**src/rtl/core/ipv4hb_pkg.sv**
```systemverilog
// ipv4hb_pkg: types, constants and checksum helpers for the ipv4 header builder
// no dependencies; imported by every module of the block
`timescale 1ns / 1ps

package ipv4hb_pkg;

   // header run length and byte index width
   localparam int unsigned HdrBytes = 22;
   localparam int unsigned IdxWidth = $clog2(HdrBytes);
   localparam logic [IdxWidth-1:0] LastIdx = IdxWidth'(HdrBytes - 1);

   // fixed header content
   localparam logic [7:0]  EtherTypeHi = 8'h08;
   localparam logic [7:0]  EtherTypeLo = 8'h00;
   localparam logic [7:0]  VersionIhl  = 8'h45;
   localparam logic [7:0]  TimeToLive  = 8'd128;
   localparam logic [15:0] HdrLength   = 16'd20;
   localparam logic [15:0] CksumMask   = 16'hFFFF;

   // request word layout, lowest bit first
   localparam int unsigned ReqWidth = 56;

   // partial sums of the checksum
   localparam int unsigned SumWidth  = 18;
   localparam int unsigned FullWidth = SumWidth + 1;

   // one header as it goes to the serializer
   typedef struct packed {
      logic [15:0] total_length;
      logic [7:0]  ident;
      logic [7:0]  protocol;
      logic [15:0] cksum;
      logic [31:0] source_address;
      logic [31:0] dest_address;
   } hdr_type;

   // load handshake between the request slot and the serializer
   typedef struct packed {
      logic    valid;
      hdr_type hdr;
   } load_type;

   // end-around carry fold of a partial sum, then complement
   function automatic logic [15:0] cksum_fold(input logic [FullWidth-1:0] sum);
      logic [16:0] s1;
      logic [16:0] s2;
      s1 = {1'b0, sum[15:0]} + 17'(sum[FullWidth-1:16]);
      s2 = {1'b0, s1[15:0]} + 17'(s1[16]);
      return (~s2[15:0]) & CksumMask;
   endfunction

endpackage

```
**src/rtl/core/ipv4hb_ser.sv**
```systemverilog
// ipv4hb_ser: turns one header into its 22-byte word run with an output register
// depends on ipv4hb_pkg
`timescale 1ns / 1ps

module ipv4hb_ser (
   input  logic                 clock,
   input  logic                 reset,
   input  ipv4hb_pkg::load_type load,
   output logic                 load_ready,
   output logic                 rsp_tvalid,
   input  logic                 rsp_tready,
   output logic [7:0]           rsp_tdata,   // out_byte [7:0]
   output logic                 rsp_tlast    // last
);
   import ipv4hb_pkg::*;

   hdr_type               hdr_ff, hdr_in;
   logic [IdxWidth-1:0]   idx_ff, idx_in;
   logic                  active_ff, active_in;
   logic                  valid_ff, valid_in;
   logic [7:0]            data_ff, data_in;
   logic                  last_ff, last_in;
   logic                  out_free;
   logic                  emit;
   logic [7:0]            cur_byte;

   // byte select for the current position
   always_comb begin
      unique case (idx_ff)
         5'd0:    cur_byte = EtherTypeHi;
         5'd1:    cur_byte = EtherTypeLo;
         5'd2:    cur_byte = VersionIhl;
         5'd3:    cur_byte = 8'h00;
         5'd4:    cur_byte = hdr_ff.total_length[15:8];
         5'd5:    cur_byte = hdr_ff.total_length[7:0];
         5'd6:    cur_byte = 8'h00;
         5'd7:    cur_byte = hdr_ff.ident;
         5'd8:    cur_byte = 8'h00;
         5'd9:    cur_byte = 8'h00;
         5'd10:   cur_byte = TimeToLive;
         5'd11:   cur_byte = hdr_ff.protocol;
         5'd12:   cur_byte = hdr_ff.cksum[15:8];
         5'd13:   cur_byte = hdr_ff.cksum[7:0];
         5'd14:   cur_byte = hdr_ff.source_address[31:24];
         5'd15:   cur_byte = hdr_ff.source_address[23:16];
         5'd16:   cur_byte = hdr_ff.source_address[15:8];
         5'd17:   cur_byte = hdr_ff.source_address[7:0];
         5'd18:   cur_byte = hdr_ff.dest_address[31:24];
         5'd19:   cur_byte = hdr_ff.dest_address[23:16];
         5'd20:   cur_byte = hdr_ff.dest_address[15:8];
         5'd21:   cur_byte = hdr_ff.dest_address[7:0];
         default: cur_byte = 8'h00;
      endcase
   end

   // advance when the output register is empty or being drained
   assign out_free   = !valid_ff || rsp_tready;
   assign emit       = active_ff && out_free;
   assign load_ready = !active_ff || (emit && (idx_ff == LastIdx));

   // next state of the run and the output register
   always_comb begin
      hdr_in    = hdr_ff;
      idx_in    = idx_ff;
      active_in = active_ff;
      valid_in  = valid_ff;
      data_in   = data_ff;
      last_in   = last_ff;
      if (out_free) begin
         valid_in = 1'b0;
      end
      if (emit) begin
         valid_in  = 1'b1;
         data_in   = cur_byte;
         last_in   = (idx_ff == LastIdx);
         idx_in    = idx_ff + 1'b1;
         if (idx_ff == LastIdx) begin
            active_in = 1'b0;
         end
      end
      if (load.valid && load_ready) begin
         hdr_in    = load.hdr;
         idx_in    = '0;
         active_in = 1'b1;
      end
   end

   // control registers
   always_ff @(posedge clock) begin
      if (reset) begin
         active_ff <= 1'b0;
         valid_ff  <= 1'b0;
         idx_ff    <= '0;
      end else begin
         active_ff <= active_in;
         valid_ff  <= valid_in;
         idx_ff    <= idx_in;
      end
   end

   // payload registers
   always_ff @(posedge clock) begin
      hdr_ff  <= hdr_in;
      data_ff <= data_in;
      last_ff <= last_in;
   end

   assign rsp_tvalid = valid_ff;
   assign rsp_tdata  = data_ff;
   assign rsp_tlast  = last_ff;

endmodule

```
**src/rtl/core/ipv4_header_builder.sv**
```systemverilog
// ipv4_header_builder: top level, request slot, id counter and source register
// depends on ipv4hb_pkg and ipv4hb_ser
`timescale 1ns / 1ps

// Usage
// req channel: one word per header, tdata holds dest_address [31:0],
//   payload_length [47:32] and protocol [55:48].
// rsp channel: 22 words per request, one byte each: EtherType 0x0800 then
//   the 20-byte IPv4 header in network order, tlast on the 22nd byte.
// csr port: csr_wen writes the own IPv4 source address from csr_wdata.
// A request goes from the request slot into the serializer, then out through its output register.
// The byte-wide result channel limits the request rate; the request slot
//   takes the next word while the current run is still going out, so runs
//   follow each other back to back while rsp does not stall.
// The identification field comes from an 8-bit counter that steps on each
//   accepted request and wraps.
// Reset clears the counter, the source address and all valid flags.
// A stall on rsp holds the current byte; req_tready is low while the slot
//   holds a word, from the cycle after an accept until the serializer takes it.

module ipv4_header_builder (
   input  logic        clock,
   input  logic        reset,
   input  logic        req_tvalid,
   output logic        req_tready,
   input  logic [ipv4hb_pkg::ReqWidth-1:0] req_tdata,   // dest_address, payload_length, protocol
   output logic        rsp_tvalid,
   input  logic        rsp_tready,
   output logic [7:0]  rsp_tdata,   // out_byte
   output logic        rsp_tlast,   // last
   input  logic        csr_wen,
   input  logic [31:0] csr_wdata    // source_address
);
   import ipv4hb_pkg::*;

   logic [31:0]         src_ff;
   logic [SumWidth-1:0] src_sum_ff;
   logic [7:0]          id_ff;
   logic                slot_valid_ff, slot_valid_in;
   logic [31:0]         dst_ff;
   logic [15:0]         total_ff;
   logic [7:0]          proto_ff;
   logic [7:0]          slot_id_ff;
   logic [SumWidth-1:0] sum_ff;
   logic                req_fire;
   logic [15:0]         total_in;
   logic [SumWidth-1:0] sum_in;
   logic                load_ready;
   load_type            load;

   assign req_tready = !slot_valid_ff;
   assign req_fire   = req_tvalid && req_tready;

   // request fields and the request part of the checksum
   assign total_in = req_tdata[47:32] + HdrLength;
   assign sum_in   = SumWidth'(req_tdata[31:16]) + SumWidth'(req_tdata[15:0])
                   + SumWidth'(total_in) + SumWidth'(req_tdata[55:48])
                   + SumWidth'(id_ff);

   // slot occupancy
   always_comb begin
      slot_valid_in = slot_valid_ff;
      if (load.valid && load_ready) begin
         slot_valid_in = 1'b0;
      end
      if (req_fire) begin
         slot_valid_in = 1'b1;
      end
   end

   // control registers and config
   always_ff @(posedge clock) begin
      if (reset) begin
         slot_valid_ff <= 1'b0;
         id_ff         <= '0;
         src_ff        <= '0;
         src_sum_ff    <= SumWidth'({VersionIhl, 8'h00}) + SumWidth'({TimeToLive, 8'h00});
      end else begin
         slot_valid_ff <= slot_valid_in;
         if (req_fire) begin
            id_ff <= id_ff + 1'b1;
         end
         if (csr_wen) begin
            src_ff     <= csr_wdata;
            src_sum_ff <= SumWidth'(csr_wdata[31:16]) + SumWidth'(csr_wdata[15:0])
                        + SumWidth'({VersionIhl, 8'h00}) + SumWidth'({TimeToLive, 8'h00});
         end
      end
   end

   // slot payload
   always_ff @(posedge clock) begin
      if (req_fire) begin
         dst_ff     <= req_tdata[31:0];
         total_ff   <= total_in;
         proto_ff   <= req_tdata[55:48];
         slot_id_ff <= id_ff;
         sum_ff     <= sum_in;
      end
   end

   // finished header toward the serializer
   always_comb begin
      load.valid              = slot_valid_ff;
      load.hdr.total_length   = total_ff;
      load.hdr.ident          = slot_id_ff;
      load.hdr.protocol       = proto_ff;
      load.hdr.cksum          = cksum_fold(FullWidth'(sum_ff) + FullWidth'(src_sum_ff));
      load.hdr.source_address = src_ff;
      load.hdr.dest_address   = dst_ff;
   end

   ipv4hb_ser u_ser (
      .clock      (clock),
      .reset      (reset),
      .load       (load),
      .load_ready (load_ready),
      .rsp_tvalid (rsp_tvalid),
      .rsp_tready (rsp_tready),
      .rsp_tdata  (rsp_tdata),
      .rsp_tlast  (rsp_tlast)
   );

endmodule

```
**config.mk**
```make
export PLATFORM = sky130hd
export DESIGN_NAME = ipv4_header_builder
export DESIGN_NICKNAME = d
export VERILOG_FILES = /design/src/rtl/core/ipv4hb_pkg.sv /design/src/rtl/core/ipv4hb_ser.sv /design/src/rtl/core/ipv4_header_builder.sv
export SDC_FILE = /design/constraint.sdc
export NUM_CORES = 1
export LEC_CHECK = 0
export ABC_CLOCK_PERIOD_IN_PS = 9100
export BUFFER_PORTS_ARGS = -buffer_cell sky130_fd_sc_hd__buf_2
export CORE_MARGIN = 3
export CORE_UTILIZATION = 61
export CTS_CLUSTER_DIAMETER = 150
export CTS_CLUSTER_SIZE = 8
export DETAILED_ROUTE_END_ITERATION = 8
export PLACE_DENSITY = 0.81
export SYNTH_ARGS = -nofsm -noshare
export SYNTH_HDL_FRONTEND = slang
export SYNTH_SLANG_ARGS = --single-unit
```
**constraint.sdc**
```tcl
create_clock -name clock -period 9.1 [get_ports clock]
set_input_delay 1.365 -clock clock [delete_from_list [all_inputs] [get_ports clock]]
set_output_delay 1.365 -clock clock [all_outputs]
set_load 0.005 [all_outputs]
```
# == After elaboration in Yosys (flattened, before gate mapping) ==
# Index checks and enable logic that the tools add are counted.
# totals
reg_bits,269
latch_bits,0
ram_bits,0
rom_bits,0
inputBits,93
out_inout_bits,11
elab_cells,74
memories,0
# op_classes
add_sub_neg,13
n_mul,0
n_div,0
magnitude_cmp,0
eq_ne,16
n_shift,0
n_mux,8
n_bitwise,1
n_reduce_logical,16
# op_table
op,count
8-bit case mux with 17 select lines,1
18-bit by 8-bit adder with 18-bit output,2
16-bit by 16-bit adder with 17-bit output,2
"5-bit by 4-bit equality test with 1-bit output, second input constant",6
"5-bit equality test, second input constant",6
18-bit by 18-bit adder with 19-bit output,1
"17-bit by 15-bit adder with 18-bit output, second input constant",1
17-bit by 16-bit adder with 18-bit output,1
"18-bit by 16-bit adder with 18-bit output, second input constant",1
16-bit by 3-bit adder with 17-bit output,1
16-bit by 1-bit adder with 16-bit output,1
"16-bit by 5-bit adder with 16-bit output, second input constant",1
16-bit inverter,1
"5-bit by 3-bit equality test with 1-bit output, second input constant",3
"8-bit by 1-bit adder with 8-bit output, second input constant",1
2-bit nonzero test,4
1-bit two-way mux,7
"5-bit by 1-bit adder with 5-bit output, second input constant",1
"5-bit by 2-bit equality test with 1-bit output, second input constant",1
5-bit logical NOT,1
1-bit logical AND,4
1-bit logical NOT,3
1-bit logical OR,2
2-bit AND reduction,1
2-bit OR reduction,1

# == Logic depth before layout (Yosys ltp) ==
# logic_depth
word_depth,8
depth_mapped,31

# == By module ==
# From an unflattened synthesis, not the netlist that was laid out.
# hier_totals
cells_unflattened,1158
area_unflattened_um2,14232.4
# modules_own_cells
mod,n_inst,cells_each,area_per_inst_um2
ipv4_header_builder,1,850,9137.5
ipv4hb_ser,1,308,5094.9

# == Worst setup path after synthesis ==
# No wires, ideal clock.
# synth_timing
kind,input -> register
start,in rsp_tready
end,reg u_ser.idx_ff[4]
setup_ns,0.148
arrival_ns,7.885
setup_slack_ns,1.067
path_stages,6
path_buffers,1
path_cell_list,nand2b_1 nand2_1 a21oi_1 or2_2 clkbuf_1 a211oi_1
# synth_via
elab_chain_len,6
# synth_rtl
item,line,rtl
start: declaration,ipv4_header_builder.sv:28,"input logic rsp_tready,"
1-bit logical OR (*),ipv4hb_ser.sv:57,assign out_free = !valid_ff || rsp_tready;
1-bit logical AND (*),ipv4hb_ser.sv:58,assign emit = active_ff && out_free;
1-bit logical AND,ipv4hb_ser.sv:59,assign load_ready = !active_ff || (emit && (idx_ff == LastIdx));
1-bit logical OR,ipv4hb_ser.sv:59,
1-bit logical AND,ipv4hb_ser.sv:81,if (load.valid && load_ready) begin
2-bit OR reduction (no line),n/a,
end signal: assignment,ipv4hb_ser.sv:97,idx_ff <= idx_in;
end: declaration,ipv4hb_ser.sv:18,"logic [IdxWidth-1:0] idx_ff, idx_in;"
# Every way passes the cells marked *; elsewhere a longest branch is shown, timed or not.
# A chain may end at the register's enable or synchronous reset.

==> flow_metrics.py <==
metrics = {
    "sta": {
        "worst_slew_pin_slew_ns": 0.987,
        "fin_skew_ns": 0.0189,
        "rsz0062_at_grt": "no",
        "setup-tns-final_ns": 0,
        "fmax_mhz": 141,
        "maxSlewHeadroom_pct": 34.0,
        "hold_violations": 0,
        "fin_crit_sh_pct": 77.8,
        "fin_crit_ns": 7.08,
        "drv_slew": 0,
        "setup_viol": 0,
    },
    "clock_tree": {
        "numCtsBuffers": 39,
        "cts.hold.buffers_added": 0,
        "clock_path_buffers": 3,
        "clk_pin_slew_ns": 0.06,
        "clk_latency_ns": 0.51,
        "root_buffer": "clkbuf_16",
        "cts_tree": "yes",
        "clock-sinks": 269,
        "cts_setup_buffers": 0,
        "cts_resized": 0,
        "htreeDepth": 2,
    },
    "critical_path": {
        "worst_r2r_path_depth": 31,
        "critical_path.endpoint": "u_ser.hdr_ff[78]$_DFFE_PP_",
        "slowest_delay_ns": 0.39,
        "worstPathRequired_ns": 9.34,
        "start_kind": "flip-flop",
        "slowest_stage": "a2111oi_2",
        "crit_start": "sum_ff[0]$_DFFE_PP_",
        "cp.arrival_ns": 7.31,
        "r2r_setup_slack_ns": 2.02,
        "reg2reg_from": "sum_ff[0]$_DFFE_PP_",
        "crit_path_max_fanout": 6,
        "r2r_end": "u_ser.hdr_ff[78]$_DFFE_PP_",
        "worstSetupEndpointType": "flip-flop",
        "worstSetupPathType": "reg -> reg",
    },
    "routing": {
        "drtIter0Drc": 1089,
        "dr.pass1.iters": 7,
        "wl_per_cell_um": 22.4,
        "wl_met2_um": 15600,
        "final_antenna_net_count": 0,
        "wl_met3_um": 3290,
        "vias_per_cell": 6.11,
        "routed-via-count": 9303,
        "drcViolationCount": 0,
        "met1_length_um": 13600,
        "routed_wl_um": 34100,
        "top_layer": "met4",
    },
    "logic_synthesis": {
        "synth_area_leaders": "edfxtp_1 (44%), dfxtp_1 (9.6%), ha_1 (8.7%)",
        "ys_seq_area_share_pct": 53.7,
        "ys_types": 88,
        "syn_avg_cell_area_sq_um": 12.7,
        "yosys-top-cells-count": "edfxtp_1 (203), ha_1 (96), nor2_1 (94)",
        "syn_nets": 1312,
        "synth_top_area_share_pct": 44.1,
        "syn_area_sq_mm": 0.0138,
        "yosysWarnings": 0,
        "yosys_most_used_dff": "edfxtp_1",
        "ys_ff_latch": 269,
        "async_flop_share_pct": 0,
        "synth-edff-count": 203,
        "post-synth-top-area-cell": "edfxtp_1",
        "yosysMostFrequentCell": "edfxtp_1",
        "synthCells": 1089,
    },
    "global_route": {
        "gr-usage-all-layers_pct": 27.9,
        "grt_antenna_before_repair": 0,
        "grt_pass1_wl_um": 51200,
        "grt_pass1_vias": 9201,
        "overflow": 0,
        "grt_max_degree": 75,
    },
    "power": {
        "p_switching_uw": 1430,
        "swShare_pct": 33.2,
        "p_int_uw": 2880,
        "p_comb_share_pct": 32.6,
        "clock_power_share_pct": 30.9,
        "vdd_drop_max_mv": 0.146,
        "p_seq_share_pct": 36.6,
        "p_per_area_mw_per_mm2": 273,
        "cellLeakagePower_uw": 0.00650,
    },
    "run_status": {
        "status": "finished clean",
    },
    "finish": {
        "fillCellCount": 1491,
        "drive_gt1_share_pct": 16.2,
        "area_growth_pct": 14.3,
        "final_core_util_pct": 71.7,
        "nets": 1436,
        "diodes": 0,
    },
    "floorplanning": {
        "dieWidth_um": 156,
        "io_pins": 104,
        "core_sq_mm": 0.0220,
        "die_y_um": 156,
        "initial_core_util_pct": 62.7,
        "rows": 54,
        "die_area_sq_mm": 0.0245,
    },
    "place": {
        "port_buffers": 103,
        "gp_congestion": 0.948,
        "dp_hpwl_um": 24800,
    },
    "flow_run": {
        "drv_cap": 0,
    },
    "min_path": {
        "hp-class": "reg -> reg",
    },
}
per-stage QoR:
step	cells	hold WS [ns]	setup WS [ns]	power [uW]	instance area (sq um)
after floorplan	1089	0.400	1.07	2600	13800
after global placement	1452	0.401	2.36	2940	14700
after detailed placement	1452	0.405	2.18	2970	14700
after CTS	1523	0.410	2.09	4320	15800
after global routing	1523	0.412	1.34	4510	15800
final	1523	0.405	2.02	4310	15800
layout make-up:
| type | instances | area [sq um] | area share (%) |
|---|---|---|---|
| clock inverter | 3 | 30.0 | 0.190 |
| clock buffer | 68 | 1110 | 7.00 |
| inverter | 79 | 297 | 1.88 |
| tap | 280 | 350 | 2.22 |
| sequential | 269 | 7420 | 47.0 |
| multi-input combinational | 712 | 6010 | 38.0 |
| timing repair buffer | 112 | 583 | 3.69 |
logic make-up (layout without fill, tap and decap cells):
kind of cell,Yosys count,count (layout),synth area share [%]
xor+xnor,80,80,5.45
compound gates,198,198,11.4
simple gates,260,260,9.69
mux,44,44,3.20
flops,269,269,53.7
fa+ha+maj,130,130,13.6
buf+inv,108,262,2.97
worst min path at each step:
stage | end | slack [ns] | depth (start not counted) | startpoint
6_report | u_ser.hdr_ff[94]$_DFFE_PP_ | 0.41 | 0 | slot_id_ff[6]$_DFFE_PP_
3_5_place_dp | u_ser.hdr_ff[100]$_DFFE_PP_ | 0.40 | 0 | total_ff[4]$_DFFE_PP_
5_1_grt | u_ser.hdr_ff[94]$_DFFE_PP_ | 0.41 | 0 | slot_id_ff[6]$_DFFE_PP_
4_1_cts | u_ser.hdr_ff[94]$_DFFE_PP_ | 0.41 | 0 | slot_id_ff[6]$_DFFE_PP_
3_3_place_gp | u_ser.hdr_ff[89]$_DFFE_PP_ | 0.40 | 0 | slot_id_ff[1]$_DFFE_PP_
2_1_floorplan | u_ser.hdr_ff[0]$_DFFE_PP_ | 0.40 | 0 | dst_ff[0]$_DFFE_PP_
sequential cells by signal, indices dropped and copies added, names as in the netlist, 16 cells and up:
register      flops
u_ser.hdr_ff    112
dst_ff           32
sum_ff           18
src_sum_ff       18
total_ff         16
src_ff           32
routing by layer:
metal	vias to the layer above	track usage, %
met5	-	0
met1	4423	38.4
met2	496	43.7
met3	102	4.92
li1	4282	-
met4	0	12.7
power groups by stage:
stage	sequential (uW)	combinational (uW)	clock, uW
floorplan	1570	1030	0
global placement	1590	1350	0
detailed placement	1600	1380	0
CTS	1570	1400	1350
global route	1580	1530	1400
finish	1580	1400	1330
cell usage in the layout (no fill, tap or decap), types with 16 or more instances in the layout:
| cell type | count |
|---|---|
| a21oi_1 | 41 |
| and3_1 | 23 |
| a22oi_1 | 17 |
| clkbuf_16 | 40 |
| clkbuf_1 | 28 |
| nor2_1 | 94 |
| ha_1 | 96 |
| edfxtp_1 | 203 |
| nand2_1 | 41 |
| fa_1 | 34 |
| xnor2_1 | 52 |
| nand3_1 | 21 |
| inv_1 | 79 |
| dfxtp_1 | 66 |
| mux2i_1 | 43 |
| buf_2 | 103 |
| xor2_1 | 24 |
| a222oi_1 | 16 |
| o21ai_0 | 19 |
worst max-delay path: cells and delay by family, from the launching register on:
kind	cells	cell delay, ns
XOR/XNOR	2	0.29
AO/OA/AOI/OAI	11	2.45
buffers and inverters	3	0.21
adder cells (fa/ha/maj)	5	1.23
flip-flops	1	0.38
AND/OR/NAND/NOR	10	2.22
No activity file was read; power rests on OpenSTA's default activity.
